[src/rtl/mbp_pkg.sv]
// ----------------------------------------------------------------------------
// mbp_pkg
// Shared types and constants for the Modbus BMS response parser.
// ----------------------------------------------------------------------------
package mbp_pkg;

  localparam int MAX_BYTE_COUNT_DEF = 68;
  localparam int DECODED_BYTES      = 66;
  localparam int CELL_COUNT         = 16;
  localparam int TEMP_COUNT         = 3;
  localparam int NUM_FIELDS         = CELL_COUNT + TEMP_COUNT + 10;

  localparam int RX_BYTE_W     = 8;
  localparam int FIELD_INDEX_W = 5;
  localparam int FIELD_VALUE_W = 32;
  localparam int GOOD_FRAMES_W = 16;
  localparam int OFF_W         = $clog2(DECODED_BYTES + 1);

  localparam int PADDR_W = 4;
  localparam int PDATA_W = 32;

  typedef enum logic [1:0] {
    REG_SLAVE_ADDRESS      = 2'd0,
    REG_READ_FUNCTION_CODE = 2'd1,
    REG_CRC_CHECK_ENABLE   = 2'd2
  } reg_index_t;

  typedef enum logic [0:0] {
    OP_BYTE = 1'b0,
    OP_GAP  = 1'b1
  } opcode_t;

  localparam logic [15:0] CRC_INIT = 16'hFFFF;
  localparam logic [15:0] CRC_POLY = 16'hA001;

endpackage

[src/rtl/mbp_stream_if.sv]
// ----------------------------------------------------------------------------
// mbp_stream_if
// Valid/ready channels: received byte stream and decoded field stream.
// ----------------------------------------------------------------------------
interface mbp_byte_if;
  logic                           valid;
  logic                           ready;
  logic                           opcode;
  logic [mbp_pkg::RX_BYTE_W-1:0]  rx_byte;

  modport source (output valid, output opcode, output rx_byte, input ready);
  modport sink   (input valid, input opcode, input rx_byte, output ready);
endinterface

interface mbp_field_if;
  logic                               valid;
  logic                               ready;
  logic [mbp_pkg::FIELD_INDEX_W-1:0]  field_index;
  logic [mbp_pkg::FIELD_VALUE_W-1:0]  field_value;
  logic                               frame_status;
  logic [mbp_pkg::GOOD_FRAMES_W-1:0]  good_frames;
  logic                               last;

  modport source (output valid, output field_index, output field_value,
                  output frame_status, output good_frames, output last,
                  input ready);
  modport sink   (input valid, input field_index, input field_value,
                  input frame_status, input good_frames, input last,
                  output ready);
endinterface

[src/rtl/mbp_ram.sv]
// ----------------------------------------------------------------------------
// mbp_ram
// Generic single-write, single-read RAM with registered read data.
// ----------------------------------------------------------------------------
module mbp_ram #(
  parameter int WIDTH = 8,
  parameter int DEPTH = 68
) (
  input  logic                     clk,
  input  logic                     we,
  input  logic [$clog2(DEPTH)-1:0] waddr,
  input  logic [WIDTH-1:0]         wdata,
  input  logic [$clog2(DEPTH)-1:0] raddr,
  output logic [WIDTH-1:0]         rdata
);

  logic [WIDTH-1:0] mem [DEPTH];

  always_ff @(posedge clk) begin
    if (we) begin
      mem[waddr] <= wdata;
    end
    rdata <= mem[raddr];
  end

endmodule

[src/rtl/modbus_bms_response_parser.sv]
// ----------------------------------------------------------------------------
// modbus_bms_response_parser
// Hunts for a Modbus RTU read response and emits the decoded BMS fields.
// ----------------------------------------------------------------------------
// Each input item is a received byte or a line-idle gap. Address, function,
// count and payload bytes that the parser keeps are accepted and then run
// through the bit-serial CRC-16 unit, which holds input off. Gaps, discarded
// bytes and the two CRC bytes are only accepted. The final CRC byte starts the
// field unpacker, which reads the payload RAM one byte at a time via a fetch
// and an accumulate state and loads one result per field (29 from 66 bytes,
// one on a CRC error); input waits for it and any output stall. Registers sit
// on APB at byte addresses 0, 4 and 8 and must be written while idle.
// ----------------------------------------------------------------------------
module modbus_bms_response_parser #(
  parameter int MAX_BYTE_COUNT = mbp_pkg::MAX_BYTE_COUNT_DEF
) (
  input  logic                         clk,
  input  logic                         rst,
  mbp_byte_if.sink                     byte_stream,
  mbp_field_if.source                  field_stream,
  input  logic                         psel,
  input  logic                         penable,
  input  logic                         pwrite,
  input  logic [mbp_pkg::PADDR_W-1:0]  paddr,
  input  logic [mbp_pkg::PDATA_W-1:0]  pwdata,
  output logic [mbp_pkg::PDATA_W-1:0]  prdata,
  output logic                         pready
);

  localparam int AW    = $clog2(MAX_BYTE_COUNT);
  localparam int LEN_W = $clog2(MAX_BYTE_COUNT + 1);
  localparam int POS_W = $clog2(MAX_BYTE_COUNT + 3);
  localparam int CMP_W = POS_W + 1;

  typedef enum logic [4:0] {
    PH_HUNT    = 5'b00001,
    PH_FUNC    = 5'b00010,
    PH_COUNT   = 5'b00100,
    PH_DATA    = 5'b01000,
    PH_DISCARD = 5'b10000
  } phase_t;

  typedef enum logic [4:0] {
    SQ_IDLE  = 5'b00001,
    SQ_CRC   = 5'b00010,
    SQ_FETCH = 5'b00100,
    SQ_ACC   = 5'b01000,
    SQ_OUT   = 5'b10000
  } seq_t;

  // Registers
  logic [7:0]                          slave_address;
  logic [7:0]                          read_function_code;
  logic                                crc_check_enable;

  phase_t                              phase;
  seq_t                                seq;
  logic [POS_W-1:0]                    byte_position;
  logic [LEN_W-1:0]                    payload_length;
  logic [15:0]                         running_crc;
  logic [15:0]                         tail_bytes;
  logic [mbp_pkg::GOOD_FRAMES_W-1:0]   accepted_count;
  logic [2:0]                          bit_cnt;
  logic                                err;
  logic [mbp_pkg::FIELD_INDEX_W-1:0]   field_k;
  logic [mbp_pkg::OFF_W-1:0]           off;
  logic [2:0]                          byte_cnt;
  logic [mbp_pkg::FIELD_VALUE_W-1:0]   acc;

  logic                                out_valid;
  logic [mbp_pkg::FIELD_INDEX_W-1:0]   out_index;
  logic [mbp_pkg::FIELD_VALUE_W-1:0]   out_value;
  logic                                out_status;
  logic [mbp_pkg::GOOD_FRAMES_W-1:0]   out_good;
  logic                                out_last;

  // Combinational
  logic                                in_accept;
  logic                                cfg_write;
  logic                                ram_we;
  logic [7:0]                          ram_rdata;
  logic [7:0]                          rd_byte;
  logic [15:0]                         tail_new;
  logic                                frame_end;
  logic                                out_free;
  logic                                field_done;
  logic                                is_last_field;
  logic [15:0]                         crc_step;

  function automatic logic [2:0] field_bytes(input logic [mbp_pkg::FIELD_INDEX_W-1:0] k);
    int unsigned kk;
    kk = int'(k);
    if (kk < mbp_pkg::CELL_COUNT) begin
      return 3'd2;
    end else if (kk < mbp_pkg::CELL_COUNT + 2) begin
      return 3'd4;
    end else if (kk < mbp_pkg::CELL_COUNT + 2 + mbp_pkg::TEMP_COUNT) begin
      return 3'd2;
    end else if (kk < mbp_pkg::CELL_COUNT + 4 + mbp_pkg::TEMP_COUNT) begin
      return 3'd4;
    end else begin
      return 3'd2;
    end
  endfunction

  mbp_ram #(
    .WIDTH (8),
    .DEPTH (MAX_BYTE_COUNT)
  ) u_payload_ram (
    .clk   (clk),
    .we    (ram_we),
    .waddr (byte_position[AW-1:0]),
    .wdata (byte_stream.rx_byte),
    .raddr (AW'(off)),
    .rdata (ram_rdata)
  );

  assign in_accept  = byte_stream.valid && byte_stream.ready;
  assign cfg_write  = psel && penable && pwrite && pready;
  assign pready     = 1'b1;
  assign byte_stream.ready = (seq == SQ_IDLE);

  assign ram_we = in_accept && (byte_stream.opcode == mbp_pkg::OP_BYTE) &&
                  (phase == PH_DATA) &&
                  (CMP_W'(byte_position) < CMP_W'(payload_length));

  assign tail_new  = {byte_stream.rx_byte, tail_bytes[15:8]};
  assign frame_end = (CMP_W'(byte_position) + CMP_W'(1)) >=
                     (CMP_W'(payload_length) + CMP_W'(2));

  assign rd_byte = ((CMP_W'(off) < CMP_W'(payload_length)) &&
                    (int'(off) < mbp_pkg::DECODED_BYTES)) ? ram_rdata : 8'h00;

  assign out_free      = !out_valid || field_stream.ready;
  assign field_done    = (byte_cnt + 3'd1) == field_bytes(field_k);
  assign is_last_field = err || (int'(field_k) == mbp_pkg::NUM_FIELDS - 1);
  assign crc_step      = running_crc[0] ? ((running_crc >> 1) ^ mbp_pkg::CRC_POLY)
                                        : (running_crc >> 1);

  assign field_stream.valid        = out_valid;
  assign field_stream.field_index  = out_index;
  assign field_stream.field_value  = out_value;
  assign field_stream.frame_status = out_status;
  assign field_stream.good_frames  = out_good;
  assign field_stream.last         = out_last;

  always_comb begin
    prdata = '0;
    unique case (paddr[3:2])
      mbp_pkg::REG_SLAVE_ADDRESS:      prdata = mbp_pkg::PDATA_W'(slave_address);
      mbp_pkg::REG_READ_FUNCTION_CODE: prdata = mbp_pkg::PDATA_W'(read_function_code);
      mbp_pkg::REG_CRC_CHECK_ENABLE:   prdata = mbp_pkg::PDATA_W'(crc_check_enable);
      default:                         prdata = '0;
    endcase
  end

  // Config registers
  always_ff @(posedge clk) begin
    if (rst) begin
      slave_address      <= 8'd1;
      read_function_code <= 8'd3;
      crc_check_enable   <= 1'b0;
    end else if (cfg_write) begin
      unique case (paddr[3:2])
        mbp_pkg::REG_SLAVE_ADDRESS:      slave_address      <= pwdata[7:0];
        mbp_pkg::REG_READ_FUNCTION_CODE: read_function_code <= pwdata[7:0];
        mbp_pkg::REG_CRC_CHECK_ENABLE:   crc_check_enable   <= pwdata[0];
        default: ;
      endcase
    end
  end

  // Output register
  always_ff @(posedge clk) begin
    if (rst) begin
      out_valid <= 1'b0;
    end else if (seq == SQ_OUT && out_free) begin
      out_valid <= 1'b1;
    end else if (field_stream.ready) begin
      out_valid <= 1'b0;
    end
  end

  always_ff @(posedge clk) begin
    if (seq == SQ_OUT && out_free) begin
      out_index  <= err ? '0 : field_k;
      out_value  <= err ? '0 : acc;
      out_status <= err;
      out_good   <= accepted_count;
      out_last   <= is_last_field;
    end
  end

  // Parser and sequencer
  always_ff @(posedge clk) begin
    if (rst) begin
      phase          <= PH_HUNT;
      seq            <= SQ_IDLE;
      byte_position  <= '0;
      payload_length <= '0;
      running_crc    <= mbp_pkg::CRC_INIT;
      tail_bytes     <= '0;
      accepted_count <= '0;
      bit_cnt        <= '0;
      err            <= 1'b0;
      field_k        <= '0;
      off            <= '0;
      byte_cnt       <= '0;
      acc            <= '0;
    end else begin
      unique case (seq)
        SQ_IDLE: begin
          if (in_accept) begin
            bit_cnt <= '0;
            if (byte_stream.opcode == mbp_pkg::OP_GAP) begin
              phase         <= PH_HUNT;
              byte_position <= '0;
              tail_bytes    <= '0;
              running_crc   <= mbp_pkg::CRC_INIT;
            end else begin
              unique case (phase)
                PH_HUNT: begin
                  if (byte_stream.rx_byte == slave_address) begin
                    running_crc   <= mbp_pkg::CRC_INIT ^ {8'h00, byte_stream.rx_byte};
                    byte_position <= '0;
                    tail_bytes    <= '0;
                    phase         <= PH_FUNC;
                    seq           <= SQ_CRC;
                  end else begin
                    phase <= PH_DISCARD;
                  end
                end
                PH_FUNC: begin
                  if (byte_stream.rx_byte == read_function_code) begin
                    running_crc <= running_crc ^ {8'h00, byte_stream.rx_byte};
                    phase       <= PH_COUNT;
                    seq         <= SQ_CRC;
                  end else begin
                    phase <= PH_DISCARD;
                  end
                end
                PH_COUNT: begin
                  if (byte_stream.rx_byte <= 8'(MAX_BYTE_COUNT)) begin
                    running_crc    <= running_crc ^ {8'h00, byte_stream.rx_byte};
                    payload_length <= LEN_W'(byte_stream.rx_byte);
                    byte_position  <= '0;
                    tail_bytes     <= '0;
                    phase          <= PH_DATA;
                    seq            <= SQ_CRC;
                  end else begin
                    phase         <= PH_HUNT;
                    byte_position <= '0;
                    tail_bytes    <= '0;
                    running_crc   <= mbp_pkg::CRC_INIT;
                  end
                end
                PH_DATA: begin
                  if (ram_we) begin
                    byte_position <= byte_position + POS_W'(1);
                    running_crc   <= running_crc ^ {8'h00, byte_stream.rx_byte};
                    seq           <= SQ_CRC;
                  end else if (frame_end) begin
                    phase         <= PH_HUNT;
                    byte_position <= '0;
                    tail_bytes    <= '0;
                    running_crc   <= mbp_pkg::CRC_INIT;
                    field_k       <= '0;
                    off           <= '0;
                    byte_cnt      <= '0;
                    acc           <= '0;
                    if (crc_check_enable && (tail_new != running_crc)) begin
                      err <= 1'b1;
                      seq <= SQ_OUT;
                    end else begin
                      err            <= 1'b0;
                      accepted_count <= accepted_count + 1'b1;
                      seq            <= SQ_FETCH;
                    end
                  end else begin
                    byte_position <= byte_position + POS_W'(1);
                    tail_bytes    <= tail_new;
                  end
                end
                PH_DISCARD: ;
                default: phase <= PH_HUNT;
              endcase
            end
          end
        end
        SQ_CRC: begin
          running_crc <= crc_step;
          bit_cnt     <= bit_cnt + 3'd1;
          if (bit_cnt == 3'd7) begin
            seq <= SQ_IDLE;
          end
        end
        SQ_FETCH: begin
          seq <= SQ_ACC;
        end
        SQ_ACC: begin
          acc <= {acc[mbp_pkg::FIELD_VALUE_W-9:0], rd_byte};
          off <= off + 1'b1;
          if (field_done) begin
            byte_cnt <= '0;
            seq      <= SQ_OUT;
          end else begin
            byte_cnt <= byte_cnt + 3'd1;
            seq      <= SQ_FETCH;
          end
        end
        SQ_OUT: begin
          if (out_free) begin
            if (is_last_field) begin
              seq <= SQ_IDLE;
            end else begin
              field_k <= field_k + 1'b1;
              acc     <= '0;
              seq     <= SQ_FETCH;
            end
          end
        end
        default: seq <= SQ_IDLE;
      endcase
    end
  end

endmodule

[src/flat_wrapper.sv]
// flat-port wrapper written by rule: the top's interface ports become plain ports
module modbus_bms_response_parser_flat 
#(
  parameter int MAX_BYTE_COUNT = mbp_pkg::MAX_BYTE_COUNT_DEF
)
  (clk, rst, psel, penable, pwrite, paddr, pwdata, prdata, pready, byte_stream_valid, byte_stream_opcode, byte_stream_rx_byte, byte_stream_ready, field_stream_valid, field_stream_field_index, field_stream_field_value, field_stream_frame_status, field_stream_good_frames, field_stream_last, field_stream_ready);
  mbp_byte_if byte_stream_i ();
  mbp_field_if field_stream_i ();
  input  logic clk;
  input  logic rst;
  input  logic psel;
  input  logic penable;
  input  logic pwrite;
  input  logic [mbp_pkg::PADDR_W-1:0] paddr;
  input  logic [mbp_pkg::PDATA_W-1:0] pwdata;
  output logic [mbp_pkg::PDATA_W-1:0] prdata;
  output logic pready;
  input wire logic [$bits(byte_stream_i.valid)-1:0] byte_stream_valid;
  input wire logic [$bits(byte_stream_i.opcode)-1:0] byte_stream_opcode;
  input wire logic [$bits(byte_stream_i.rx_byte)-1:0] byte_stream_rx_byte;
  output wire logic [$bits(byte_stream_i.ready)-1:0] byte_stream_ready;
  output wire logic [$bits(field_stream_i.valid)-1:0] field_stream_valid;
  output wire logic [$bits(field_stream_i.field_index)-1:0] field_stream_field_index;
  output wire logic [$bits(field_stream_i.field_value)-1:0] field_stream_field_value;
  output wire logic [$bits(field_stream_i.frame_status)-1:0] field_stream_frame_status;
  output wire logic [$bits(field_stream_i.good_frames)-1:0] field_stream_good_frames;
  output wire logic [$bits(field_stream_i.last)-1:0] field_stream_last;
  input wire logic [$bits(field_stream_i.ready)-1:0] field_stream_ready;
  assign byte_stream_i.valid = byte_stream_valid;
  assign byte_stream_i.opcode = byte_stream_opcode;
  assign byte_stream_i.rx_byte = byte_stream_rx_byte;
  assign byte_stream_ready = byte_stream_i.ready;
  assign field_stream_valid = field_stream_i.valid;
  assign field_stream_field_index = field_stream_i.field_index;
  assign field_stream_field_value = field_stream_i.field_value;
  assign field_stream_frame_status = field_stream_i.frame_status;
  assign field_stream_good_frames = field_stream_i.good_frames;
  assign field_stream_last = field_stream_i.last;
  assign field_stream_i.ready = field_stream_ready;
  modbus_bms_response_parser #(.MAX_BYTE_COUNT(MAX_BYTE_COUNT)) u_core (.clk(clk), .rst(rst), .byte_stream(byte_stream_i), .field_stream(field_stream_i), .psel(psel), .penable(penable), .pwrite(pwrite), .paddr(paddr), .pwdata(pwdata), .prdata(prdata), .pready(pready));
endmodule
[config.mk]
export PLATFORM = sky130hd
export DESIGN_NAME = modbus_bms_response_parser_flat
export DESIGN_NICKNAME = d
export VERILOG_FILES = /design/src/rtl/mbp_pkg.sv /design/src/rtl/mbp_stream_if.sv /design/src/rtl/mbp_ram.sv /design/src/rtl/modbus_bms_response_parser.sv /design/src/flat_wrapper.sv
export SDC_FILE = /design/constraint.sdc
export NUM_CORES = 1
export LEC_CHECK = 0
export BUFFER_PORTS_ARGS = -buffer_cell sky130_fd_sc_hd__buf_2
export CELL_PAD_IN_SITES_DETAIL_PLACEMENT = 2
export CELL_PAD_IN_SITES_GLOBAL_PLACEMENT = 2
export CORE_UTILIZATION = 49
export DETAILED_ROUTE_END_ITERATION = 8
export GPL_ROUTABILITY_DRIVEN = 0
export PLACE_DENSITY = 0.85
export SETUP_SLACK_MARGIN = 0.5
export SLEW_MARGIN = 20
export SYNTH_ARGS = -nofsm -noshare
export SYNTH_HDL_FRONTEND = slang
export SYNTH_HIERARCHICAL = 1
export SYNTH_SLANG_ARGS = --single-unit
[constraint.sdc]
create_clock -name clk -period 5.3 [get_ports clk]
set_clock_uncertainty 0.1 [all_clocks]
set_input_delay 0.265 -clock clk [delete_from_list [all_inputs] [get_ports clk]]
set_output_delay 0.265 -clock clk [all_outputs]
set_load 0.03 [all_outputs]
==> impl_metrics.env <==
export IMPL_status="finished, final reports clean"
export IMPL_seq_area_frac_synth_pct=68.5
export IMPL_antenna_found_initial=3
export IMPL_rsz0062_at_grt="no"
export IMPL_combPwrFrac_pct=2.5
export IMPL_hp_class="in -> reg"
export IMPL_clockBufferDepth=3
export IMPL_overflow=0
export IMPL_cts_buffers=77
export IMPL_worst_pin_slew_ns=1.16
export IMPL_clock_sinks=740
export IMPL_postCtsResizedCells=0
export IMPL_power_density_nw_per_um2=351
export IMPL_grtUsageMet3_pct=4.63
export IMPL_nets=2095
export IMPL_synth_top_cells_by_count="599 x edfxtp_1, 232 x nor2_1, 141 x dfxtp_1"
export IMPL_dieHeight_um=251
export IMPL_hold_viol=0
export IMPL_synth_compound_area_share_pct=5.08
export IMPL_yosys_area_top_type="edfxtp_1"
export IMPL_synth_main_ff_cell="edfxtp_1"
export IMPL_synthToLayoutAreaGrowth_pct=12.1
export IMPL_initial_core_util_pct=50.0
export IMPL_fin_total_pwr_w=0.0120
export IMPL_yosys_warnings=6
export IMPL_grt_util_all_layers_pct=30.7
export IMPL_async_flop_share_pct=0
export IMPL_yosys_top_cells_area="edfxtp_1 59%, mux4_2 9.5%, dfxtp_1 9.3%"
export IMPL_critPathCaptureType="flop"
export IMPL_p_int_w=0.00936
export IMPL_clk_latency_ns=0.64
export IMPL_pin_count=142
export IMPL_worst_setup_path_start_kind="flop"
export IMPL_synth_most_common_cell="edfxtp_1"
export IMPL_grt_max_degree=69
export IMPL_fin_crit_ns=4.70
export IMPL_syn_inst=1906
export IMPL_synth_top_area_share_pct=59.2
export IMPL_placed_cell_area_um2=31500
export IMPL_crit_path_top_delay_cell="dfxtp_1"
export IMPL_grt_pass1_vias=19710
export IMPL_clkTransAtPathRegs_ns=0.07
export IMPL_rows=90
export IMPL_synthMuxAreaShare_pct=13.0
export IMPL_vias=18253
export IMPL_finalCritPeriodShare_pct=88.7
export IMPL_postSynthAreaPerCell_um2=15.9
export IMPL_drc=0
export IMPL_ys_ff_latch=740
export IMPL_drt_total_wl_um=95100
export IMPL_p_leak_nw=11.1
export IMPL_setup_viol_count_final=0
export IMPL_crit_top_cell="a21oi_1"
export IMPL_max_stage_delay_ns=0.95
export IMPL_p_clk_share_pct=44.9
export IMPL_via_per_inst=6.40
export IMPL_worstPathMaxFanout=23
export IMPL_crit_path_cell_trace="ha_1 -> a21oi_1 -> a21oi_1 -> or4_4 -> clkinv_2 -> nor2b_1 -> nand3_1 -> nor2_1"
export IMPL_ir_drop_uv=328
export IMPL_critPathKind="reg -> reg"
export IMPL_core_area_um2=60800
export IMPL_fmax_ghz=0.213
export IMPL_cts_tree="done"
export IMPL_drt_initial_drc_count=1687
export IMPL_syn_area_um2=30400
export IMPL_root_buffer="clkbuf_16"
export IMPL_max_cap_violations=0
export IMPL_synth_edff_count=599
export IMPL_slew_headroom_pct=22.4
export IMPL_busiest_layer="met2"
export IMPL_drtAntennaViolNets=0
export IMPL_grt_pass1_wl_um=140000
export IMPL_synth_top_family_by_area="multiplexers"
export IMPL_fin_setup_tns_ns=0
export IMPL_synth_xor_area_share_pct=2.31
export IMPL_yosys_area_share_simple_pct=7.43
export IMPL_critPathRequiredTime_ns=5.46
export IMPL_die_width_um=251
export IMPL_swShare_pct=21.7
export IMPL_seqPwrFrac_pct=52.6
export IMPL_holdWs_ns=0.0258
export IMPL_synth_cell_types=73
export IMPL_power_switching_w=0.00259
export IMPL_gr_usage_met1_pct=38.9
export IMPL_port_buffers=90
export IMPL_postLayoutCellArea_um2=34000
export IMPL_drive_gt1_share_pct=19.6
export IMPL_grtUsageMet2_pct=53.4
export IMPL_critPathArrivalTime_ns=4.86
export IMPL_cts_htree_levels=3
export IMPL_fp_dieArea_um2=63000
export IMPL_final_max_slew_viol_count=0
export IMPL_dp_hpwl_um=57400
export IMPL_firstDrtPassIters=5
export IMPL_synth_fa_ha_area_share_pct=1.24
export IMPL_wl_per_cell_um=33.3
==> flip-flops by register name, summed over array words and instances (netlist names), 8 cells and up <==
signal / cells
u_core/u_payload_ram/mem: 544
u_core/acc: 32
u_core/field_stream.field_value: 32
u_core/accepted_count: 16
u_core/field_stream.good_frames: 16
u_core/running_crc: 16
u_core/read_function_code: 8
u_core/slave_address: 8
u_core/tail_bytes: 8
u_core/u_payload_ram/rdata: 8
==> stage by stage <==
stage	worst slack, ns	std cells	util [%]
2_1_floorplan	1.71	1929	-
3_3_place_gp	1.22	2704	51.8
3_5_place_dp	0.811	2704	51.8
4_1_cts	0.719	2851	56.0
5_1_grt	0.503	2853	56.0
6_report	0.597	2854	56.0
==> worst paths after layout <==
kind         slack, ns                          start                               to  cells after the start
max               0.60        u_core/byte_position[2]  u_core/u_payload_ram/mem[13][4]                      8
min               0.03                        penable          u_core/crc_check_enable                      5
max reg2reg       0.60        u_core/byte_position[2]  u_core/u_payload_ram/mem[13][4]                      8
min reg2reg       0.36  u_core/u_payload_ram/rdata[5]                    u_core/acc[5]                      1
==> placed cells by master (no fill, tap or decap), types with 33 or more instances in the layout <==
cell type,Yosys,layout
edfxtp_1,599,599
nor2_1,232,230
dfxtp_1,141,138
mux4_2,128,128
buf_2,34,89
clkbuf_16,0,78
mux2i_1,69,69
xnor2_1,59,59
nor2b_1,51,51
nand2_1,51,51
a22oi_1,43,43
a21oi_1,36,36
nand3_1,35,35
mux2_2,33,33
==> cell type report <==
class | count | area, µm²
clock inverter | 35 | 323
antenna | 3 | 7.51
fill | 5286 | 26800
multi-input combinational | 1045 | 8940
tap | 782 | 978
clock buffer | 100 | 2080
timing repair buffer | 133 | 831
inverter | 16 | 61.3
sequential | 740 | 20800
==> metal layers <==
metal / share of wire, % / wire (µm)
met5: 0 / 0
met2: 51 / 48900
met1: 40 / 37900
met3: 5.0 / 4730
met4: 3.8 / 3600
==> power groups by stage <==
stage	logic (W)	clock network (W)	registers (W)
6_report	0.000296	0.00537	0.00629
5_1_grt	0.000313	0.00561	0.00628
4_1_cts	0.000296	0.00544	0.00629
3_5_place_dp	0.000281	0	0.00641
3_3_place_gp	0.000257	0	0.00641
2_1_floorplan	0.000158	0	0.00641
==> repair_timing <==
item	4_1_cts	5_1_grt
setup buffers	0	0
hold buffers	12	0
hold endpoints to repair	29	0
==> logic make-up (layout without fill, tap and decap cells) <==
group                    count (synthesis)  in the layout
other                                    2             28
XOR/XNOR                                80             80
multiplexers                           230            230
adder cells (fa/ha/maj)                 30             30
flip-flops                             740            740
AO/OA/AOI/OAI                          209            209
buffers and inverters                  144            284
AND/OR/NAND/NOR                        471            471
==> worst max-delay path: cells and delay by family, from the launching register on <==
kind | cells | cell delay (ns)
compound gates | 2 | 0.27
fa+ha+maj | 1 | 0.40
buf+inv | 1 | 0.25
flops | 1 | 0.95
simple gates | 4 | 2.33
(Power assumes the default switching activity.)
